==> config.mk <==
export PLATFORM = sky130hd
export DESIGN_NAME = fdcs_ctrl
export DESIGN_NICKNAME = d
export VERILOG_FILES = /design/src/design/fdcs_pkg.sv /design/src/design/fdcs_ctrl.sv
export SDC_FILE = /design/constraint.sdc
export NUM_CORES = 1
export LEC_CHECK = 0
export BUFFER_PORTS_ARGS = -buffer_cell sky130_fd_sc_hd__clkbuf_2
export CORE_MARGIN = 5
export CORE_UTILIZATION = 45
export CTS_CLUSTER_DIAMETER = 30
export DETAILED_ROUTE_END_ITERATION = 16
export PLACE_DENSITY = 0.69
export RECOVER_POWER = 100
export SLEW_MARGIN = 0
export SYNTH_ARGS = -nofsm -noshare
export SYNTH_HDL_FRONTEND = slang
export SYNTH_SLANG_ARGS = --single-unit
==> constraint.sdc <==
create_clock -name clk -period 3.5 [get_ports clk]
set_input_delay 0.35 -clock clk [delete_from_list [all_inputs] [get_ports clk]]
set_output_delay 0.35 -clock clk [all_outputs]
set_load 0.1 [all_outputs]
==> src/design/fdcs_pkg.sv <==
`timescale 1ns / 1ps
// ----------------------------------------------------------------------------
// fdcs_pkg
// Shared types, codes and constants of the distinct-count sketch unit.
// ----------------------------------------------------------------------------
package fdcs_pkg;

  localparam int MAX_ROWS_DEF     = 64;
  localparam int BITMAP_WIDTH_DEF = 32;

  localparam logic [16:0] SCALE_Q16 = 17'd84726;
  localparam logic [32:0] EST_MAX   = 33'h1_FFFF_FFFF;
  localparam logic [11:0] SUM_MAX   = 12'hFFF;

  typedef enum logic [1:0] {
    OP_INSERT = 2'd0,
    OP_QUERY  = 2'd1,
    OP_LOAD   = 2'd2,
    OP_MERGE  = 2'd3
  } op_t;

  localparam logic REG_ACTIVE_ROWS  = 1'b0;
  localparam logic REG_HASH_MODULUS = 1'b1;

  typedef enum logic [1:0] {
    DIV_PRIME   = 2'd0,
    DIV_MODULUS = 2'd1,
    DIV_AVERAGE = 2'd2
  } div_sel_t;

  typedef struct packed {
    logic     capture;
    logic     clr_work;
    logic     rd_bm;
    logic     rd_coef;
    logic     sel_row;
    logic     hash;
    logic     div_start;
    div_sel_t div_sel;
    logic     take_rem;
    logic     set_bit;
    logic     idx_inc;
    logic     acc_add;
    logic     take_quot;
    logic     pow_step;
    logic     shift;
    logic     scale;
    logic     wr_coef;
    logic     merge_wr;
    logic     load_out;
  } cmd_t;

  typedef struct packed {
    op_t  op;
    logic p_zero;
    logic m_zero;
    logic div_done;
    logic last_row;
    logic row_ok;
    logic pow_last;
    logic out_busy;
  } stat_t;

  typedef logic [23:0][31:0] root_tab_t;

  function automatic logic [63:0] isqrt64(input logic [63:0] val);
    logic [63:0] v;
    logic [63:0] r;
    logic [63:0] b;
    v = val;
    r = '0;
    for (int i = 31; i >= 0; i--) begin
      b = 64'h1 << (2 * i);
      if (v >= r + b) begin
        v = v - (r + b);
        r = (r >> 1) + b;
      end else begin
        r = r >> 1;
      end
    end
    return r;
  endfunction

  function automatic root_tab_t build_roots();
    root_tab_t   t;
    logic [63:0] s;
    s = isqrt64(64'h1 << 61);
    for (int j = 23; j >= 0; j--) begin
      t[j] = s[31:0];
      s = isqrt64(s << 30);
    end
    return t;
  endfunction

  localparam root_tab_t ROOT_TAB = build_roots();

endpackage

==> src/design/fdcs_ctrl.sv <==
`timescale 1ns / 1ps
// ----------------------------------------------------------------------------
// fdcs_ctrl
// Sequencer: steps the datapath through insert, query, load and merge.
// ----------------------------------------------------------------------------
module fdcs_ctrl (
  input  logic            clk,
  input  logic            rst,
  input  logic            in_valid,
  output logic            in_ready,
  input  fdcs_pkg::stat_t stat,
  output fdcs_pkg::cmd_t  cmd
);
  import fdcs_pkg::*;

  typedef enum logic [19:0] {
    S_IDLE  = 20'h00001,
    S_DISP  = 20'h00002,
    S_IRD   = 20'h00004,
    S_IMUL  = 20'h00008,
    S_IMODP = 20'h00010,
    S_IWP   = 20'h00020,
    S_IMODM = 20'h00040,
    S_IWM   = 20'h00080,
    S_ISET  = 20'h00100,
    S_QRD   = 20'h00200,
    S_QACC  = 20'h00400,
    S_QDIV  = 20'h00800,
    S_QWD   = 20'h01000,
    S_QPOW  = 20'h02000,
    S_QSHF  = 20'h04000,
    S_QSCL  = 20'h08000,
    S_LOAD  = 20'h10000,
    S_MRD   = 20'h20000,
    S_MWR   = 20'h40000,
    S_DONE  = 20'h80000
  } state_t;

  state_t state, state_next;

  assign in_ready = state == S_IDLE;

  always_ff @(posedge clk) begin
    if (rst) state <= S_IDLE;
    else state <= state_next;
  end

  always_comb begin
    state_next  = state;
    cmd         = '0;
    cmd.div_sel = DIV_PRIME;
    case (state)
      S_IDLE: begin
        if (in_valid) begin
          cmd.capture  = 1'b1;
          cmd.clr_work = 1'b1;
          state_next   = S_DISP;
        end
      end
      S_DISP: begin
        case (stat.op)
          OP_INSERT: state_next = S_IRD;
          OP_QUERY:  state_next = S_QRD;
          OP_LOAD:   state_next = S_LOAD;
          OP_MERGE:  state_next = S_MRD;
          default:   state_next = S_DONE;
        endcase
      end
      S_IRD: begin
        cmd.rd_bm   = 1'b1;
        cmd.rd_coef = 1'b1;
        state_next  = S_IMUL;
      end
      S_IMUL: begin
        cmd.hash   = 1'b1;
        state_next = S_IMODP;
      end
      S_IMODP: begin
        if (stat.p_zero) begin
          state_next = S_IMODM;
        end else begin
          cmd.div_start = 1'b1;
          state_next    = S_IWP;
        end
      end
      S_IWP: begin
        if (stat.div_done) begin
          cmd.take_rem = 1'b1;
          state_next   = S_IMODM;
        end
      end
      S_IMODM: begin
        cmd.div_sel = DIV_MODULUS;
        if (stat.m_zero) begin
          state_next = S_ISET;
        end else begin
          cmd.div_start = 1'b1;
          state_next    = S_IWM;
        end
      end
      S_IWM: begin
        if (stat.div_done) begin
          cmd.take_rem = 1'b1;
          state_next   = S_ISET;
        end
      end
      S_ISET: begin
        cmd.set_bit = 1'b1;
        cmd.idx_inc = 1'b1;
        state_next  = stat.last_row ? S_DONE : S_IRD;
      end
      S_QRD: begin
        cmd.rd_bm  = 1'b1;
        state_next = S_QACC;
      end
      S_QACC: begin
        cmd.acc_add = 1'b1;
        cmd.idx_inc = 1'b1;
        state_next  = stat.last_row ? S_QDIV : S_QRD;
      end
      S_QDIV: begin
        cmd.div_sel   = DIV_AVERAGE;
        cmd.div_start = 1'b1;
        state_next    = S_QWD;
      end
      S_QWD: begin
        if (stat.div_done) begin
          cmd.take_quot = 1'b1;
          state_next    = S_QPOW;
        end
      end
      S_QPOW: begin
        cmd.pow_step = 1'b1;
        if (stat.pow_last) state_next = S_QSHF;
      end
      S_QSHF: begin
        cmd.shift  = 1'b1;
        state_next = S_QSCL;
      end
      S_QSCL: begin
        cmd.scale  = 1'b1;
        state_next = S_DONE;
      end
      S_LOAD: begin
        cmd.wr_coef = stat.row_ok;
        state_next  = S_DONE;
      end
      S_MRD: begin
        cmd.sel_row = 1'b1;
        cmd.rd_bm   = 1'b1;
        state_next  = S_MWR;
      end
      S_MWR: begin
        cmd.sel_row  = 1'b1;
        cmd.merge_wr = stat.row_ok;
        state_next   = S_DONE;
      end
      S_DONE: begin
        if (!stat.out_busy) begin
          cmd.load_out = 1'b1;
          state_next   = S_IDLE;
        end
      end
      default: state_next = S_IDLE;
    endcase
  end

endmodule
==> Word-level counts from Yosys, hierarchy flattened <==
Cells that the tools add are included.
{ "classes": {"bitwise_logic": 0, "order_cmp": 0, "n_mux": 35, "reduce_logical": 7, "n_shift": 0, "mul": 0, "addsub": 0, "div_mod_pow": 0, "n_eq_ne": 29} }
{ "ops": {"columns": ["cell", "n"], "rows": [
  ["20-bit one-hot mux with 18 select lines", 1],
  ["20-bit two-way mux", 7],
  ["20-bit one-hot mux with 4 select lines", 1],
  ["20-bit by 1-bit == test with 1-bit output (second input constant)", 1],
  ["20-bit by 10-bit == test with 1-bit output (second input constant)", 1],
  ["20-bit by 11-bit == test with 1-bit output (second input constant)", 1],
  ["20-bit by 12-bit == test with 1-bit output (second input constant)", 1],
  ["20-bit by 13-bit == test with 1-bit output (second input constant)", 1],
  ["20-bit by 14-bit == test with 1-bit output (second input constant)", 1],
  ["20-bit by 15-bit == test with 1-bit output (second input constant)", 1],
  ["20-bit by 16-bit == test with 1-bit output (second input constant)", 1],
  ["20-bit by 17-bit == test with 1-bit output (second input constant)", 1],
  ["20-bit by 18-bit == test with 1-bit output (second input constant)", 1],
  ["20-bit by 19-bit == test with 1-bit output (second input constant)", 1],
  ["20-bit by 2-bit == test with 1-bit output (second input constant)", 1],
  ["20-bit == test (second input constant)", 1],
  ["20-bit by 3-bit == test with 1-bit output (second input constant)", 1],
  ["20-bit by 4-bit == test with 1-bit output (second input constant)", 1],
  ["20-bit by 5-bit == test with 1-bit output (second input constant)", 1],
  ["20-bit by 6-bit == test with 1-bit output (second input constant)", 1],
  ["20-bit by 7-bit == test with 1-bit output (second input constant)", 1],
  ["20-bit by 8-bit == test with 1-bit output (second input constant)", 1],
  ["20-bit by 9-bit == test with 1-bit output (second input constant)", 1],
  ["1-bit two-way mux", 19],
  ["13 further kinds", 23]
]} }
{ "totals": {"mem_bits_ro": 0, "ff_bits": 20, "n_memories": 0, "inputBits": 12, "latchBits": 0, "ram_bits": 0, "elab_cells": 72, "out_inout_bits": 21} }

==> Longest topological paths before layout <==
Gate-level depths: netlist of run 1.
{ "depth": {"word_depth": 3, "depth_mapped": 10, "ltp_nobuf": 6} }

==> Worst setup path after synthesis of run 1 <==
No wires, ideal clock.
{ "synth_timing": {"kind": "reg2out", "startpoint": "reg state[5]", "endpoint": "out cmd[8] (netlist bit)", "required_time_ps": 3150, "path_buffers": 2, "slack_ps": -1439, "stages_incl_launch_ff": 6, "arrival_ps": 4589, "cell_sequence": "dfxtp_1 -> buf_6 -> or4_4 -> buf_6 -> or4_2 -> nor4_1"} }
{ "synth_rtl": {"columns": ["element", "line_no", "text"], "rows": [
  ["start: declaration", "fdcs_ctrl.sv:39", "state_t state, state_next;"],
  ["start signal: assignment", "fdcs_ctrl.sv:45", "else state <= state_next;"],
  ["end: declaration", "fdcs_ctrl.sv:12", "output fdcs_pkg::cmd_t cmd"]
]} }

==> results of run 1 <==
-- metrics by stage --
stage	instance area (µm²)	worst slack (ns)	power, mW	hold slack [ns]
2_1_floorplan	1320	-0.279	0.422	0.427
3_3_place_gp	1470	0.569	0.449	0.534
3_5_place_dp	1470	0.536	0.451	0.531
4_1_cts	1520	0.123	0.646	0.221
5_1_grt	1470	0.0580	0.663	0.230
6_report	1470	0.175	0.635	0.232
-- routing by layer --
| layer | GRT usage | wire length, µm |
|---|---|---|
| met1 | 0.186 | 1380 |
| met2 | 0.299 | 1750 |
| met3 | 0.0266 | 169 |
| met4 | 0.0545 | 48 |
| met5 | 0 | 0 |
-- what timing repair did --
item / 4_1_cts / 5_1_grt
setup endpoints to repair: 0 / 1
endpoints found under the hold margin: 0 / 0
gates resized for setup: 0 / 2
hold buffers: 0 / 0
-- cell usage in the layout (no fill, tap or decap), types with 3 or more instances in the layout --
master	count
and3_1	3
clkbuf_2	31
dfxtp_1	20
nor2b_1	3
or4_4	3
or4_1	3
nor3_1	7
o21ai_0	3
nor2_2	8
clkbuf_4	4
xnor2_1	4
a21oi_1	6
inv_1	10
nor4b_1	5
nor4_1	12
nor3b_1	4
and4b_1	5
nand4_1	3
nand2_1	7
nor2_1	18
-- worst paths after layout --
| check | depth (start not counted) | slack, ns | endpoint | start |
|---|---|---|---|---|
| max | 5 | 0.18 | cmd[9] | state[16]$_SDFFE_PP0P_ |
| min | 2 | 0.23 | state[16]$_SDFFE_PP0P_ | stat[7] |
| max reg2reg | 6 | 0.43 | state[6]$_SDFFE_PP0P_ | state[11]$_SDFFE_PP0P_ |
| min reg2reg | 2 | 0.55 | state[10]$_SDFFE_PP0P_ | state[9]$_SDFFE_PP0P_ |
-- layout make-up --
| cell class | instances | area (µm²) | share of cell area |
|---|---|---|---|
| Tap cell | 31 | 38.8 | 0.0263 |
| Multi-Input combinational cell | 121 | 778 | 0.528 |
| Inverter | 10 | 37.5 | 0.0255 |
| Clock inverter | 1 | 30.0 | 0.0204 |
| Timing Repair Buffer | 33 | 166 | 0.113 |
| Clock buffer | 3 | 22.5 | 0.0153 |
| Sequential cell | 20 | 400 | 0.272 |
-- power groups by stage --
stage / Combinational (mW) / Sequential (mW) / Clock [mW]
final: 0.197 / 0.243 / 0.195
after global routing: 0.210 / 0.245 / 0.208
after CTS: 0.206 / 0.243 / 0.198
after detailed placement: 0.203 / 0.248 / 0
after global placement: 0.202 / 0.248 / 0
after floorplan: 0.176 / 0.246 / 0
-- worst max-delay path, stage by stage (launching register included) --
cell      delay (ns)
dfxtp_1         0.38
or4_1           0.66
or4_2           0.67
nor2_1          0.22
and3_1          0.26
clkbuf_2        0.48
-- kinds of logic (layout without fill, tap and decap cells) --
group	after synthesis	count (layout)	share of synthesized area
AO/OA/AOI/OAI	15	15	0.0785
XOR/XNOR	4	4	0.0271
buffers and inverters	17	47	0.0756
flip-flops	20	20	0.310
multiplexers	1	1	0.00775
AND/OR/NAND/NOR	101	101	0.501
==> impl_metrics.csv, run 1 <==
group,metric,value,unit
synthesis,ys_seq_area_frac,0.310,
run,drv_cap,0,
synthesis,synth_top_area_cell,"dfxtp_1",
grt,grt_max_degree,13,
worst_hold_path,min_path_type,"input port to register",
clock_network,cts.sinks,20,
floorplan,ioPinCount,33,
worst_setup_path,crit_fanout,6,
routing,first_iter_violations,96,
placement,portBuffers,32,
synthesis,avgSynthCellArea,8.17,µm²
grt,grt_usage,0.163,
synthesis,syn_area,1290,µm²
grt,overflow,0,
synthesis,yosysUniqueCellTypes,41,
routing,via_count,1316,
routing,drc,0,
clock_network,htreeDepth,1,
worst_setup_path,critPathKind,"register to output port",
synthesis,synthTopCellsByArea,"dfxtp_1 (31%), nor4_1 (5.8%), nor2_1 (5.2%)",
power_and_ir_drop,p_sw,0.229,mW
clock_network,cts-buffers-inserted,3,
cells_and_area,drive_gt1_frac,0.298,
power_and_ir_drop,p_seq_frac,0.383,
synthesis,ys_ff_latch,20,
synthesis,yosys.area.top_type_share,0.310,
clock_network,clk_pin_slew,0.12,ns
synthesis,synthFlopType,"dfxtp_1",
timing,slew_headroom,0.610,
routing,drt-vias-per-instance,6.01,
floorplan,row_count,19,
timing,setup_violations,0,
worst_setup_path,start_kind,"register",
cells_and_area,nNetsFinal,201,
power_and_ir_drop,pwr-share-clk,0.307,
power_and_ir_drop,power_density,431,nW/µm²
synthesis,syn_inst,158,
grt,antenna_found_initial,0,
timing,finClkSkew,0.00292,ns
timing,timing.fmax,301,MHz
timing,worstMarginPinSlew,0.580,ns
timing,rsz0062_at_grt,"no",
worst_setup_path,crit_path_end_kind,"output port",
clock_network,insertion_delay,0.31,ns
status,status,"finished, final reports clean",
placement,hpwl,2550,µm
power_and_ir_drop,p_int,0.405,mW
timing,slew_violations,0,
cells_and_area,syn_to_final_growth,14.1,%
grt,grt_pass1_wl,5430,µm
clock_network,post-cts-setup-buffer-count,0,
clock_network,cts_tree,"yes",
routing,firstDrtPassIters,4,
cells_and_area,fillers,292,
worst_setup_path,worstPathRequired,3.15,ns
cells_and_area,largestRegisters,"state: 20 flops",
power_and_ir_drop,p_sw_frac,0.361,
clock_network,ctsRootBufferMaster,"clkbuf_4",
cells_and_area,largest-register,"state",
power_and_ir_drop,vdd.ir_drop.worst,0.000268,V
grt,grt_pass1_vias,1250,
floorplan,fp.coreArea,2760,µm²
cells_and_area,fin_cells,219,
cells_and_area,largest_reg_flops,20,
timing,setup_tns,0,ns
timing,period_share,0.950,
synthesis,yosys-top-cells-count,"dfxtp_1 (20), nor2_1 (18), nor4_1 (12), inv_1 (10), nor2_2 (8)",
routing,ant_nets,0,
synthesis,synth_edf_count,0,
synthesis,synth_most_common_cell,"dfxtp_1",
timing,finalWorstPathRequiredPeriod,3.32,ns
routing,wl_per_cell,15.3,µm
floorplan,die-area,4040,µm²
power_and_ir_drop,p_leak,0.616,nW
synthesis,ys.warnings.count,0,
placement,gp_congestion,0.818,
power_and_ir_drop,comb_power_share,0.310,
timing,finalHoldViolCount,0,
routing,routed_wl,3360,µm
synthesis,synthArstFlopShare,0,
floorplan,die_h,63.6,µm
cells_and_area,utilization,0.534,
floorplan,initial_core_util,0.468,
floorplan,die_x,63.6,µm
clock_network,cts.path.max_buffers,2,
synthesis,syn_nets,170,
cells_and_area,num_antenna_cells,0,
worst_setup_path,crit_arrival,2.97,ns
placement,dp.cells,215,
No activity file was read; power rests on OpenSTA's default activity.
==> run 2, diff against run 1 <==
RECOVER_POWER = 25   (was 100)
==> run 2 against run 1 <==
Against the previous run: power up 1.1%; utilization up 1.5 points; cell count unchanged; register-to-register slack worse by 0.06 ns; clock-buffer cell count unchanged; maximum frequency down 1.1%; first-iteration DRC count up 16%; clock skew down 0.0016 ns; sequential power about the same; sequential share of layout area down 0.72 points; largest power group unchanged; highest routed layer unchanged.
==> impl_metrics.csv, run 2 (synthesis gave the netlist of run 1 again) <==
group,metric,value,unit
power_and_ir_drop,p_leak,0.622,nW
timing,fin_ws,0.138,ns
power_and_ir_drop,comb_power_share,0.318,
timing,period_share,0.960,
floorplan,row_count,19,
timing,setup_violations,0,
cells_and_area,fin_cells,219,
timing,holdWs,0.231,ns
worst_setup_path,start_kind,"register",
floorplan,die-area,4040,µm²
grt,grt_pass1_wl,5430,µm
timing,finalWorstPathRequiredPeriod,3.36,ns
clock_network,hold_buffers,0,
placement,place_worst_setup_slack,0.536,ns
routing,via_count,1331,
clock_network,cts.sinks,20,
grt,grt_usage,0.163,
clock_network,ctsRootBufferMaster,"clkbuf_4",
floorplan,initial_core_util,0.468,
clock_network,cts.path.max_buffers,2,
worst_setup_path,crit_fanout,6,
placement,portBuffers,32,
grt,overflow,0,
routing,drt-vias-per-instance,6.08,
power_and_ir_drop,p_sw,0.233,mW
floorplan,die_x,63.6,µm
routing,wl_per_cell,15.2,µm
clock_network,cts_tree,"yes",
cells_and_area,nNetsFinal,201,
cells_and_area,layout_common_cells,"clkbuf_2 (31), dfxtp_1 (20), nor2_1 (18)",
cells_and_area,syn_to_final_growth,17.2,%
floorplan,die_h,63.6,µm
grt,grt_max_degree,13,
timing,worstMarginPinSlew,0.592,ns
clock_network,cts-buffers-inserted,3,
placement,hpwl,2550,µm
power_and_ir_drop,p_sw_frac,0.364,
timing,rsz0062_at_grt,"no",
cells_and_area,largest_reg_flops,20,
power_and_ir_drop,vdd.ir_drop.worst,0.000254,V
cells_and_area,drive_gt1_frac,0.330,
power_and_ir_drop,pwr-share-clk,0.303,
worst_setup_path,critPathKind,"register to output port",
routing,first_iter_violations,111,
power_and_ir_drop,p_seq_frac,0.379,
clock_network,htreeDepth,1,
cells_and_area,largestRegisters,"state: 20 flops",
clock_network,insertion_delay,0.31,ns
worst_setup_path,rrSetupSlack,0.37,ns
routing,firstDrtPassIters,5,
worst_hold_path,min_path_type,"input port to register",
timing,finClkSkew,0.00136,ns
worst_setup_path,crit_path_end_kind,"output port",
clock_network,clk_pin_slew,0.12,ns
floorplan,ioPinCount,33,
timing,finalHoldViolCount,0,
status,status,"finished, final reports clean",
power_and_ir_drop,power_density,424,nW/µm²
cells_and_area,largest-register,"state",
worst_setup_path,crit_arrival,3.01,ns
timing,timing.fmax,297,MHz
grt,grt_pass1_vias,1250,
power_and_ir_drop,p_total,0.641,mW
routing,routed_wl,3330,µm
worst_setup_path,worstPathRequired,3.15,ns
cells_and_area,num_antenna_cells,0,
power_and_ir_drop,p_int,0.408,mW
run,drv_cap,0,
cells_and_area,layout_commonest_cell,"clkbuf_2",
timing,slew_headroom,0.605,
timing,slew_violations,0,
placement,dp.cells,215,
placement,gp_congestion,0.818,
routing,drc,0,
routing,ant_nets,0,
grt,antenna_found_initial,0,
floorplan,fp.coreArea,2760,µm²
run 2: changes by cell type in the layout (fill, tap and decap cells not counted), sizes merged:
cell    previous run  this run
buf                0         1
clkbuf            36        35
run 2: worst paths after layout:
kind / cells after the start / startpoint / end
max: 5 / state[16]$_SDFFE_PP0P_ / cmd[9]
min: 2 / stat[7] / state[16]$_SDFFE_PP0P_
max reg2reg: 6 / state[11]$_SDFFE_PP0P_ / state[6]$_SDFFE_PP0P_
min reg2reg: 2 / state[9]$_SDFFE_PP0P_ / state[10]$_SDFFE_PP0P_
run 2: layer usage:
| metal | vias to the layer above | GRT usage | wire, µm |
|---|---|---|---|
| li1 | 643 | - | - |
| met1 | 636 | 0.186 | 1380 |
| met2 | 45 | 0.299 | 1710 |
| met3 | 7 | 0.0266 | 181 |
| met4 | 0 | 0.0545 | 56 |
| met5 | - | 0 | 0 |
run 2: cell type report:
type                    instances  area, µm²
repair buffers                 33        170
multi-input cells             121        815
fillers                       284       1240
clock buffers                   3       22.5
clock inverters                 1       30.0
well taps                      31       38.8
inverters                      10       37.5
flip-flops and latches         20        400
run 2: critical path: stages, from the launching register on:
cell	delay, ns
dfxtp_1	0.40
or4_1	0.67
or4_2	0.68
nor2_1	0.22
and3_1	0.25
clkbuf_2	0.48
run 2: power by group through the flow:
stage	sequential, mW	combinational, mW	clock, mW
floorplan	0.246	0.176	0
global placement	0.248	0.202	0
detailed placement	0.248	0.203	0
CTS	0.243	0.206	0.198
global route	0.245	0.217	0.208
finish	0.243	0.204	0.195
run 2: through the flow:
stage	setup TNS (ns)	cell area (µm²)	utilization
2_1_floorplan	-0.279	1320	-
3_3_place_gp	0	1470	0.533
5_1_grt	0	1510	0.549
4_1_cts	0	1520	0.552
6_report	0	1510	0.549
3_5_place_dp	0	1470	0.533
run 2: repair_timing:
item,4_1_cts,5_1_grt
hold endpoints to repair,0,0
setup endpoints to repair,0,1
resized for setup,0,2
buffers inserted,0,0
